**src/rtl/core/msc_pkg.sv**
```systemverilog
// ----------------------------------------------------------------------------
// msc_pkg
// Shared codes, widths and types of the motion-to-scroll unit.
// ----------------------------------------------------------------------------
package msc_pkg;

   localparam int MotionWidth = 16;
   localparam int MagWidth    = MotionWidth + 1;   // magnitude 0..32768
   localparam int ProdWidth   = 28;                // 32768 * 4095 fits
   localparam int ThrWidth    = 15;
   localparam int TanWidth    = 12;
   localparam int CsrAddrWidth = 2;

   localparam logic [ProdWidth-1:0] PerMille = ProdWidth'(1000);

   // input kinds (req_tuser)
   localparam logic [1:0] KIND_X     = 2'd0;
   localparam logic [1:0] KIND_Y     = 2'd1;
   localparam logic [1:0] KIND_OTHER = 2'd2;

   // result actions (rsp_tuser)
   localparam logic [1:0] ACT_DROP   = 2'd0;
   localparam logic [1:0] ACT_PASS   = 2'd1;
   localparam logic [1:0] ACT_WHEEL  = 2'd2;
   localparam logic [1:0] ACT_HWHEEL = 2'd3;

   // scroll step codes
   localparam logic [1:0] STEP_ZERO = 2'b00;
   localparam logic [1:0] STEP_POS  = 2'b01;
   localparam logic [1:0] STEP_NEG  = 2'b11;

   // register indexes
   localparam logic [CsrAddrWidth-1:0] REG_STEP_THRESHOLD = 2'd0;
   localparam logic [CsrAddrWidth-1:0] REG_TAN_LIMIT      = 2'd1;
   localparam logic [CsrAddrWidth-1:0] REG_INVERT_H       = 2'd2;
   localparam logic [CsrAddrWidth-1:0] REG_INVERT_V       = 2'd3;

   localparam logic [ThrWidth-1:0] THRESHOLD_RESET = ThrWidth'(8);
   localparam logic [TanWidth-1:0] TAN_RESET       = TanWidth'(700);

   // classifier verdict
   typedef struct packed {
      logic vertical;     // up or down
      logic horizontal;   // right or left
      logic positive;     // up for vertical, right for horizontal
   } dir_type;

endpackage

```
**src/rtl/core/msc_classify.sv**
```systemverilog
// ----------------------------------------------------------------------------
// msc_classify
// Direction decision from registered axis products.
// ----------------------------------------------------------------------------
module msc_classify (
   input  logic [msc_pkg::ProdWidth-1:0] ax_k,      // |x| * 1000
   input  logic [msc_pkg::ProdWidth-1:0] ay_k,      // |y| * 1000
   input  logic [msc_pkg::ProdWidth-1:0] ax_tan,    // |x| * tan
   input  logic [msc_pkg::ProdWidth-1:0] ay_tan,    // |y| * tan
   input  logic                          ax_zero,
   input  logic                          ay_zero,
   input  logic                          x_neg,
   input  logic                          y_neg,
   output msc_pkg::dir_type              dir
);
   import msc_pkg::*;

   logic still;
   logic vert_ok;
   logic horiz_ok;

   assign still    = ax_zero && ay_zero;
   assign vert_ok  = ax_k <= ay_tan;
   assign horiz_ok = ay_k <= ax_tan;

   // vertical wins the tie
   always_comb begin
      dir = '0;
      priority if (still) begin
         dir = '0;
      end else if (vert_ok) begin
         dir.vertical = 1'b1;
         dir.positive = y_neg;
      end else if (horiz_ok) begin
         dir.horizontal = 1'b1;
         dir.positive   = !x_neg && !ax_zero;
      end else begin
         dir = '0;
      end
   end

endmodule

```
**src/rtl/core/motion_to_axis_scroll_unit.sv**
```systemverilog
// ----------------------------------------------------------------------------
// motion_to_axis_scroll_unit
// Converts relative pointer motion into vertical and horizontal wheel steps.
// ----------------------------------------------------------------------------
// Every input transaction yields exactly one result transaction, in order,
// and a new input is taken every cycle while the result side keeps up; each
// passes the input register, the product register and the result register.
// An X transaction latches its motion and returns a drop; a Y
// transaction pairs with the latched X, is classified by comparing
// |minor| * 1000 against |major| * tan_limit_per_mille (vertical checked
// first), and feeds the vertical or horizontal accumulator. When the touched
// accumulator reaches step_threshold one wheel (action 2) or hwheel
// (action 3) step of +1/-1 comes out and that accumulator clears; any other
// Y result is a drop. Up and right are +1 unless the matching invert bit is
// set. Other kinds come back as pass. The latch clears after every Y.
// Registers must be written through csr_we/csr_addr/csr_wdata only while no
// transaction is in flight; the block itself does not enforce this.
// ----------------------------------------------------------------------------
module motion_to_axis_scroll_unit (
   input  logic        clock,
   input  logic        reset,
   // configuration write port
   input  logic                              csr_we,
   input  logic [msc_pkg::CsrAddrWidth-1:0]  csr_addr,
   input  logic [msc_pkg::ThrWidth-1:0]      csr_wdata,
   // motion input
   input  logic        req_tvalid,
   output logic        req_tready,
   input  logic [15:0] req_tdata,     // [15:0] motion (signed)
   input  logic [1:0]  req_tuser,     // [1:0] kind
   // scroll result
   output logic        rsp_tvalid,
   input  logic        rsp_tready,
   output logic [7:0]  rsp_tdata,     // [1:0] scroll_step (signed), [7:2] zero
   output logic [1:0]  rsp_tuser      // [1:0] action
);
   import msc_pkg::*;

   // ---------------- configuration ----------------
   logic [ThrWidth-1:0] thr_ff;
   logic [TanWidth-1:0] tan_ff;
   logic                inv_h_ff;
   logic                inv_v_ff;

   always_ff @(posedge clock) begin
      if (reset) begin
         thr_ff   <= THRESHOLD_RESET;
         tan_ff   <= TAN_RESET;
         inv_h_ff <= 1'b0;
         inv_v_ff <= 1'b0;
      end else if (csr_we) begin
         unique case (csr_addr)
            REG_STEP_THRESHOLD: thr_ff   <= csr_wdata;
            REG_TAN_LIMIT:      tan_ff   <= csr_wdata[TanWidth-1:0];
            REG_INVERT_H:       inv_h_ff <= csr_wdata[0];
            REG_INVERT_V:       inv_v_ff <= csr_wdata[0];
            default: ;
         endcase
      end
   end

   // ---------------- flow control ----------------
   // each stage moves when the one ahead is empty or moving
   logic s1_v_ff, s2_v_ff, out_v_ff;
   logic out_rdy, s2_rdy, s1_rdy;
   logic acc_in, s1_mv, s2_mv;

   assign out_rdy    = !out_v_ff || rsp_tready;
   assign s2_rdy     = !s2_v_ff  || out_rdy;
   assign s1_rdy     = !s1_v_ff  || s2_rdy;
   assign req_tready = s1_rdy;
   assign acc_in     = req_tvalid && s1_rdy;
   assign s1_mv      = s1_v_ff && s2_rdy;
   assign s2_mv      = s2_v_ff && out_rdy;

   always_ff @(posedge clock) begin
      if (reset) begin
         s1_v_ff  <= 1'b0;
         s2_v_ff  <= 1'b0;
         out_v_ff <= 1'b0;
      end else begin
         if (s1_rdy)  s1_v_ff  <= req_tvalid;
         if (s2_rdy)  s2_v_ff  <= s1_v_ff;
         if (out_rdy) out_v_ff <= s2_v_ff;
      end
   end

   // ---------------- X latch, kept at the accept edge ----------------
   logic [MotionWidth-1:0] latch_x_ff, latch_x_in;

   always_comb begin
      latch_x_in = latch_x_ff;
      if (acc_in) begin
         if (req_tuser == KIND_X)      latch_x_in = req_tdata;
         else if (req_tuser == KIND_Y) latch_x_in = '0;
      end
   end

   always_ff @(posedge clock) begin
      if (reset) latch_x_ff <= '0;
      else       latch_x_ff <= latch_x_in;
   end

   // ---------------- stage 1: captured transaction ----------------
   logic [1:0]             s1_kind_ff;
   logic [MotionWidth-1:0] s1_x_ff, s1_y_ff;

   always_ff @(posedge clock) begin
      if (acc_in) begin
         s1_kind_ff <= req_tuser;
         s1_x_ff    <= latch_x_ff;   // X as seen before this transaction
         s1_y_ff    <= req_tdata;
      end
   end

   // magnitudes and the four products
   logic [MagWidth-1:0]  ax, ay;
   logic [ProdWidth-1:0] ax_k_in, ay_k_in, ax_tan_in, ay_tan_in;

   assign ax = s1_x_ff[MotionWidth-1] ? ({1'b0, ~s1_x_ff} + MagWidth'(1))
                                      : {1'b0, s1_x_ff};
   assign ay = s1_y_ff[MotionWidth-1] ? ({1'b0, ~s1_y_ff} + MagWidth'(1))
                                      : {1'b0, s1_y_ff};
   assign ax_k_in   = ProdWidth'(ax) * PerMille;
   assign ay_k_in   = ProdWidth'(ay) * PerMille;
   assign ax_tan_in = ProdWidth'(ax) * ProdWidth'(tan_ff);
   assign ay_tan_in = ProdWidth'(ay) * ProdWidth'(tan_ff);

   // ---------------- stage 2: products ----------------
   logic [1:0]           s2_kind_ff;
   logic [MagWidth-1:0]  s2_ax_ff, s2_ay_ff;
   logic                 s2_xneg_ff, s2_yneg_ff;
   logic [ProdWidth-1:0] ax_k_ff, ay_k_ff, ax_tan_ff, ay_tan_ff;

   always_ff @(posedge clock) begin
      if (s1_mv) begin
         s2_kind_ff <= s1_kind_ff;
         s2_ax_ff   <= ax;
         s2_ay_ff   <= ay;
         s2_xneg_ff <= s1_x_ff[MotionWidth-1];
         s2_yneg_ff <= s1_y_ff[MotionWidth-1];
         ax_k_ff    <= ax_k_in;
         ay_k_ff    <= ay_k_in;
         ax_tan_ff  <= ax_tan_in;
         ay_tan_ff  <= ay_tan_in;
      end
   end

   dir_type dir;

   msc_classify u_classify (
      .ax_k    (ax_k_ff),
      .ay_k    (ay_k_ff),
      .ax_tan  (ax_tan_ff),
      .ay_tan  (ay_tan_ff),
      .ax_zero (s2_ax_ff == '0),
      .ay_zero (s2_ay_ff == '0),
      .x_neg   (s2_xneg_ff),
      .y_neg   (s2_yneg_ff),
      .dir     (dir)
   );

   // ---------------- accumulators and result ----------------
   logic [MotionWidth-1:0] v_sum_ff, v_sum_in, h_sum_ff, h_sum_in;
   logic [MotionWidth-1:0] v_add, h_add;
   logic [1:0]             act_ff, act_in, step_ff, step_in;
   logic                   pos_v, pos_h;

   // sums stay below the threshold before an add, so 16 bits never wrap
   assign v_add = v_sum_ff + s2_ay_ff[MotionWidth-1:0];
   assign h_add = h_sum_ff + s2_ax_ff[MotionWidth-1:0];
   assign pos_v = dir.positive ^ inv_v_ff;
   assign pos_h = dir.positive ^ inv_h_ff;

   always_comb begin
      v_sum_in = v_sum_ff;
      h_sum_in = h_sum_ff;
      act_in   = ACT_PASS;
      step_in  = STEP_ZERO;
      if (s2_kind_ff == KIND_X) begin
         act_in = ACT_DROP;
      end else if (s2_kind_ff == KIND_Y) begin
         act_in = ACT_DROP;
         priority if (dir.vertical) begin
            h_sum_in = '0;
            v_sum_in = v_add;
            if (v_add >= MotionWidth'(thr_ff)) begin
               v_sum_in = '0;
               act_in   = ACT_WHEEL;
               step_in  = pos_v ? STEP_POS : STEP_NEG;
            end
         end else if (dir.horizontal) begin
            v_sum_in = '0;
            h_sum_in = h_add;
            if (h_add >= MotionWidth'(thr_ff)) begin
               h_sum_in = '0;
               act_in   = ACT_HWHEEL;
               step_in  = pos_h ? STEP_POS : STEP_NEG;
            end
         end else begin
            // diagonal or no motion
            v_sum_in = '0;
            h_sum_in = '0;
         end
      end
   end

   always_ff @(posedge clock) begin
      if (reset) begin
         v_sum_ff <= '0;
         h_sum_ff <= '0;
      end else if (s2_mv) begin
         v_sum_ff <= v_sum_in;
         h_sum_ff <= h_sum_in;
      end
   end

   always_ff @(posedge clock) begin
      if (s2_mv) begin
         act_ff  <= act_in;
         step_ff <= step_in;
      end
   end

   assign rsp_tvalid = out_v_ff;
   assign rsp_tuser  = act_ff;
   assign rsp_tdata  = {6'b0, step_ff};

endmodule

```
**config.mk**
```make
export PLATFORM = sky130hd
export DESIGN_NAME = motion_to_axis_scroll_unit
export DESIGN_NICKNAME = d
export VERILOG_FILES = /design/src/rtl/core/msc_pkg.sv /design/src/rtl/core/msc_classify.sv /design/src/rtl/core/motion_to_axis_scroll_unit.sv
export SDC_FILE = /design/constraint.sdc
export NUM_CORES = 2
export LEC_CHECK = 0
export BUFFER_PORTS_ARGS = -buffer_cell sky130_fd_sc_hd__buf_2
export CAP_MARGIN = 20
export CORE_ASPECT_RATIO = 0.75
export CORE_MARGIN = 8
export CORE_UTILIZATION = 60
export DETAILED_ROUTE_END_ITERATION = 7
export PLACE_DENSITY = 0.77
export SKIP_CTS_REPAIR_TIMING = 1
export SLEW_MARGIN = 30
export SYNTH_ARGS = -nofsm -noshare
export SYNTH_HDL_FRONTEND = slang
export SYNTH_SLANG_ARGS = --single-unit
```
**constraint.sdc**
```tcl
create_clock -name clock -period 13.17 [get_ports clock]
set_clock_uncertainty 0.15 [all_clocks]
set_input_delay 0 -clock clock [delete_from_list [all_inputs] [get_ports clock]]
set_output_delay 0 -clock clock [all_outputs]
set_load 0.005 [all_outputs]
```
==> reports/qor_table.md <==
| Step | Item | Value |
|---|---|---|
| worst setup path | Classification of the worst setup path | reg2reg |
| global routing | Initial antenna violation count | 6 |
| synth | Most frequent cell after synthesis | sky130_fd_sc_hd__inv_1 |
| sta | Actual slew at the worst max-slew pin | 0.860 ns |
| clocking | Clk Tree Root Cell | sky130_fd_sc_hd__clkbuf_16 |
| sta | Max Freq | 131 MHz |
| floorplan | Height of the die | 210 um |
| sta | RSZ-0062 raised after global routing | no |
| worst setup path | Largest fanout of any net on the critical path | 17 |
| detailed routing | DRC Markers | 0 |
| detailed routing | Vias per cell | 5.71 |
| clocking | TritonCTS sink count | 255 |
| worst setup path | CP peak stage delay | 0.53 ns |
| clocking | Bufs on Longest Clock Path | 3 |
| global routing | Pin count of the biggest net entering global routing | 76 |
| detailed routing | Post-DRT Antenna Nets | 0 |
| placed design | Final Wtd Congestion | 0.950 |
| synth | Top area cells in the synthesized netlist | sky130_fd_sc_hd__fa_1 (28%), sky130_fd_sc_hd__edfxtp_1 (17%), sky130_fd_sc_hd__ha_1 (14%), sky130_fd_sc_hd__inv_1 (8.0%), sky130_fd_sc_hd__dfxtp_1 (5.3%) |
| synth | Cell taking the most area after synthesis | sky130_fd_sc_hd__fa_1 |
| detailed routing | Via Count | 22366 |
| worst setup path | Critical path's most frequent cell | sky130_fd_sc_hd__fa_1 |
| global routing | GR Overflow Total | 0 |
| sta | Max-slew violation total from the final report | 0 |
| worst setup path | Critical path capture point type | flip-flop |
| outcome | Status | finished, final reports clean |
| detailed routing | Routed wl met3 | 8.91 mm |
| sta | Final Hold Vio Count | 0 |
| detailed routing | Total wire length after detailed routing | 75.9 mm |
| floorplan | Floorplan core area | 49900 um2 |
| synth | Async SR Flop Fraction | 0% |
| worst setup path | Startpoint types | flip-flop |
| worst setup path | Cell at the slowest stage of the critical path | sky130_fd_sc_hd__fa_1 |
| detailed routing | Initial detailed-routing violation count | 2132 |
| global routing | Via count of the first global-routing pass | 22985 |
| detailed routing | DR WL/cell | 19.4 um |
| synth | Post-synth top area share | 27.6% |
| detailed routing | Top layer in use | met5 |
| synth | Synth Cell Area | 30200 um2 |
| synth | Post-synth EDFFs | 175 |
| sta | Remaining max-slew budget at the tightest pin | 42.2% |
| global routing | GRT Resource Usage Total | 26.2% |
| synth | Post-synthesis area per instance | 9.69 um2 |
| final layout | Layout Area Growth over Synthesis | 8.97% |
| global routing | First-pass GRT wire length | 121 mm |
| final layout | Share of post-route cells with drive strength above 1 | 5.15% |
| sta | Tcrit/Tclk final | 58.1% |
| detailed routing | Number of iterations in the first detailed-routing pass | 5 |
| floorplan | # IOs | 52 |
| hold path | Hold Crit Class | in2reg |
| floorplan | Number of placement rows | 71 |
| synth | Commonest register cell after synthesis | sky130_fd_sc_hd__edfxtp_1 |
| final layout | Post-layout net count | 4044 |
| clocking | Clock latency on the worst-skew pair | 0.54 ns |
| sta | Sum of negative setup slack | 0 ns |
| clocking | Clock-pin slew on the worst setup and hold paths | 0.07 ns |
| placed design | HPWL after detailed placement | 58.6 mm |
| placed design | Port-buffer cells | 45 |
| synth | Post-synthesis register bit count | 255 |
| worst setup path | Required time worst endpoint | 13.29 ns |
| final layout | Post-route core utilization | 66.0% |
| clocking | H-tree depth | 1 |
| synth | Post-synthesis sequential area ratio | 22.7% |
| floorplan | Floorplan die width | 275 um |
| floorplan | Area of the die | 57900 um2 |
| sta | Minimum period implied by the final worst setup slack | 7.65 ns |
| detailed routing | Post-route met1 wirelength | 31.8 mm |
| synth | Leading cell types by count after synthesis | sky130_fd_sc_hd__inv_1 (641), sky130_fd_sc_hd__fa_1 (416), sky130_fd_sc_hd__nand2_1 (379) |
| job | Number of max-cap violations | 0 |
| sta | Endpoints failing setup | 0 |
| sta | Min Hold Slack | 0.0382 ns |
| synth | Post-synth cell types | 77 |
| clocking | Number of buffers created by CTS | 26 |
| clocking | CTS tree | yes |
| worst setup path | Critical path data arrival time | 7.78 ns |
| synth | Count of mapped cells out of synthesis | 3119 |
| detailed routing | DR WL met2 | 33.9 mm |
| synth | YS warnings | 0 |
| floorplan | Initial Utilization | 60.5% |
## final timing paths
kind	startpoint	endpoint	slack (ns)	cells past startpoint
min reg2reg	latch_x_ff[13]$_SDFFE_PP0P_	s1_x_ff[13]$_DFFE_PP_	0.30	0
max reg2reg	s1_x_ff[2]$_DFFE_PP_	ax_tan_ff[27]$_DFFE_PP_	5.52	26
max	s1_x_ff[2]$_DFFE_PP_	ax_tan_ff[27]$_DFFE_PP_	5.52	26
min	req_tuser[1]	s1_kind_ff[1]$_DFFE_PP_	0.04	2
## final cells by class
type / instances / area [um2]
Fill cell: 3779 / 17000
Timing Repair Buffer: 150 / 1180
Sequential cell: 255 / 6860
Clock buffer: 31 / 754
Multi-Input combinational cell: 2165 / 20800
Inverter: 642 / 2410
Clock inverter: 17 / 145
Antenna cell: 2 / 5.00
Tap cell: 657 / 822
## layout by cell type, fill, tap and decap left out, drive strengths merged, types with 29 or more instances in the layout
cell,synthesis,routed
a21oi,139,139
ha,348,348
xnor2,109,109
and2,134,134
xor2,29,29
dfxtp,80,80
conb,2,44
a22o,31,31
nand3,30,30
dlygate4sd3,0,56
fa,416,416
inv,642,648
nor2,93,93
edfxtp,175,175
o21ai,69,69
nand2,379,379
clkbuf,84,31
buf,15,94
## per-stage QoR
stage / setup WS [ns] / cells / instance area (um2)
4_1_cts: 5.62 / 3861 / 32400
3_5_place_dp: 5.66 / 3813 / 31500
5_1_grt: 5.22 / 3917 / 32900
3_3_place_gp: 5.83 / 3812 / 31400
2_1_floorplan: 1.71 / 3161 / 30400
6_report: 5.52 / 3919 / 32900
## kinds of logic after synthesis
group	count (synthesis)	share of synthesized area (%)
AO/OA/AOI/OAI	400	8.74
XOR/XNOR	138	4.00
adder cells (fa/ha/maj)	764	42.0
buffers and inverters	741	9.39
flip-flops	255	22.7
multiplexers	2	0.0662
other	2	0.0248
AND/OR/NAND/NOR	817	13.1
## sequential cells by signal, summed over array words and instances, names as in the netlist
signal and cells:
ax_tan_ff 28, ay_tan_ff 28, ax_k_ff 22, ay_k_ff 22
s2_ax_ff 17, s2_ay_ff 17, h_sum_ff 16, latch_x_ff 16
s1_x_ff 16, s1_y_ff 16, v_sum_ff 16, thr_ff 15
tan_ff 12, s1_kind_ff 2, s2_kind_ff 2, step_ff 2
inv_h_ff 1, inv_v_ff 1, rsp_tuser 1, rsp_tvalid 1
s1_v_ff 1, s2_v_ff 1, s2_xneg_ff 1, s2_yneg_ff 1
## metal layers
metal,vias to the layer above,GRT usage (%)
li1,10198,-
met1,10973,38.1
met2,1065,39.8
met3,126,6.53
met4,4,5.16
met5,-,0
## worst max-delay path, delay by kind of cell, from the launching register on
kind	cells	cell delay (ns)
flops	1	0.49
xor+xnor	2	0.22
fa+ha+maj	6	2.87
buf+inv	4	0.43
simple gates	9	2.30
compound gates	5	0.89
Power is not shown: default switching activity piles up to over one toggle a cycle in this logic, so the estimate is an artifact.
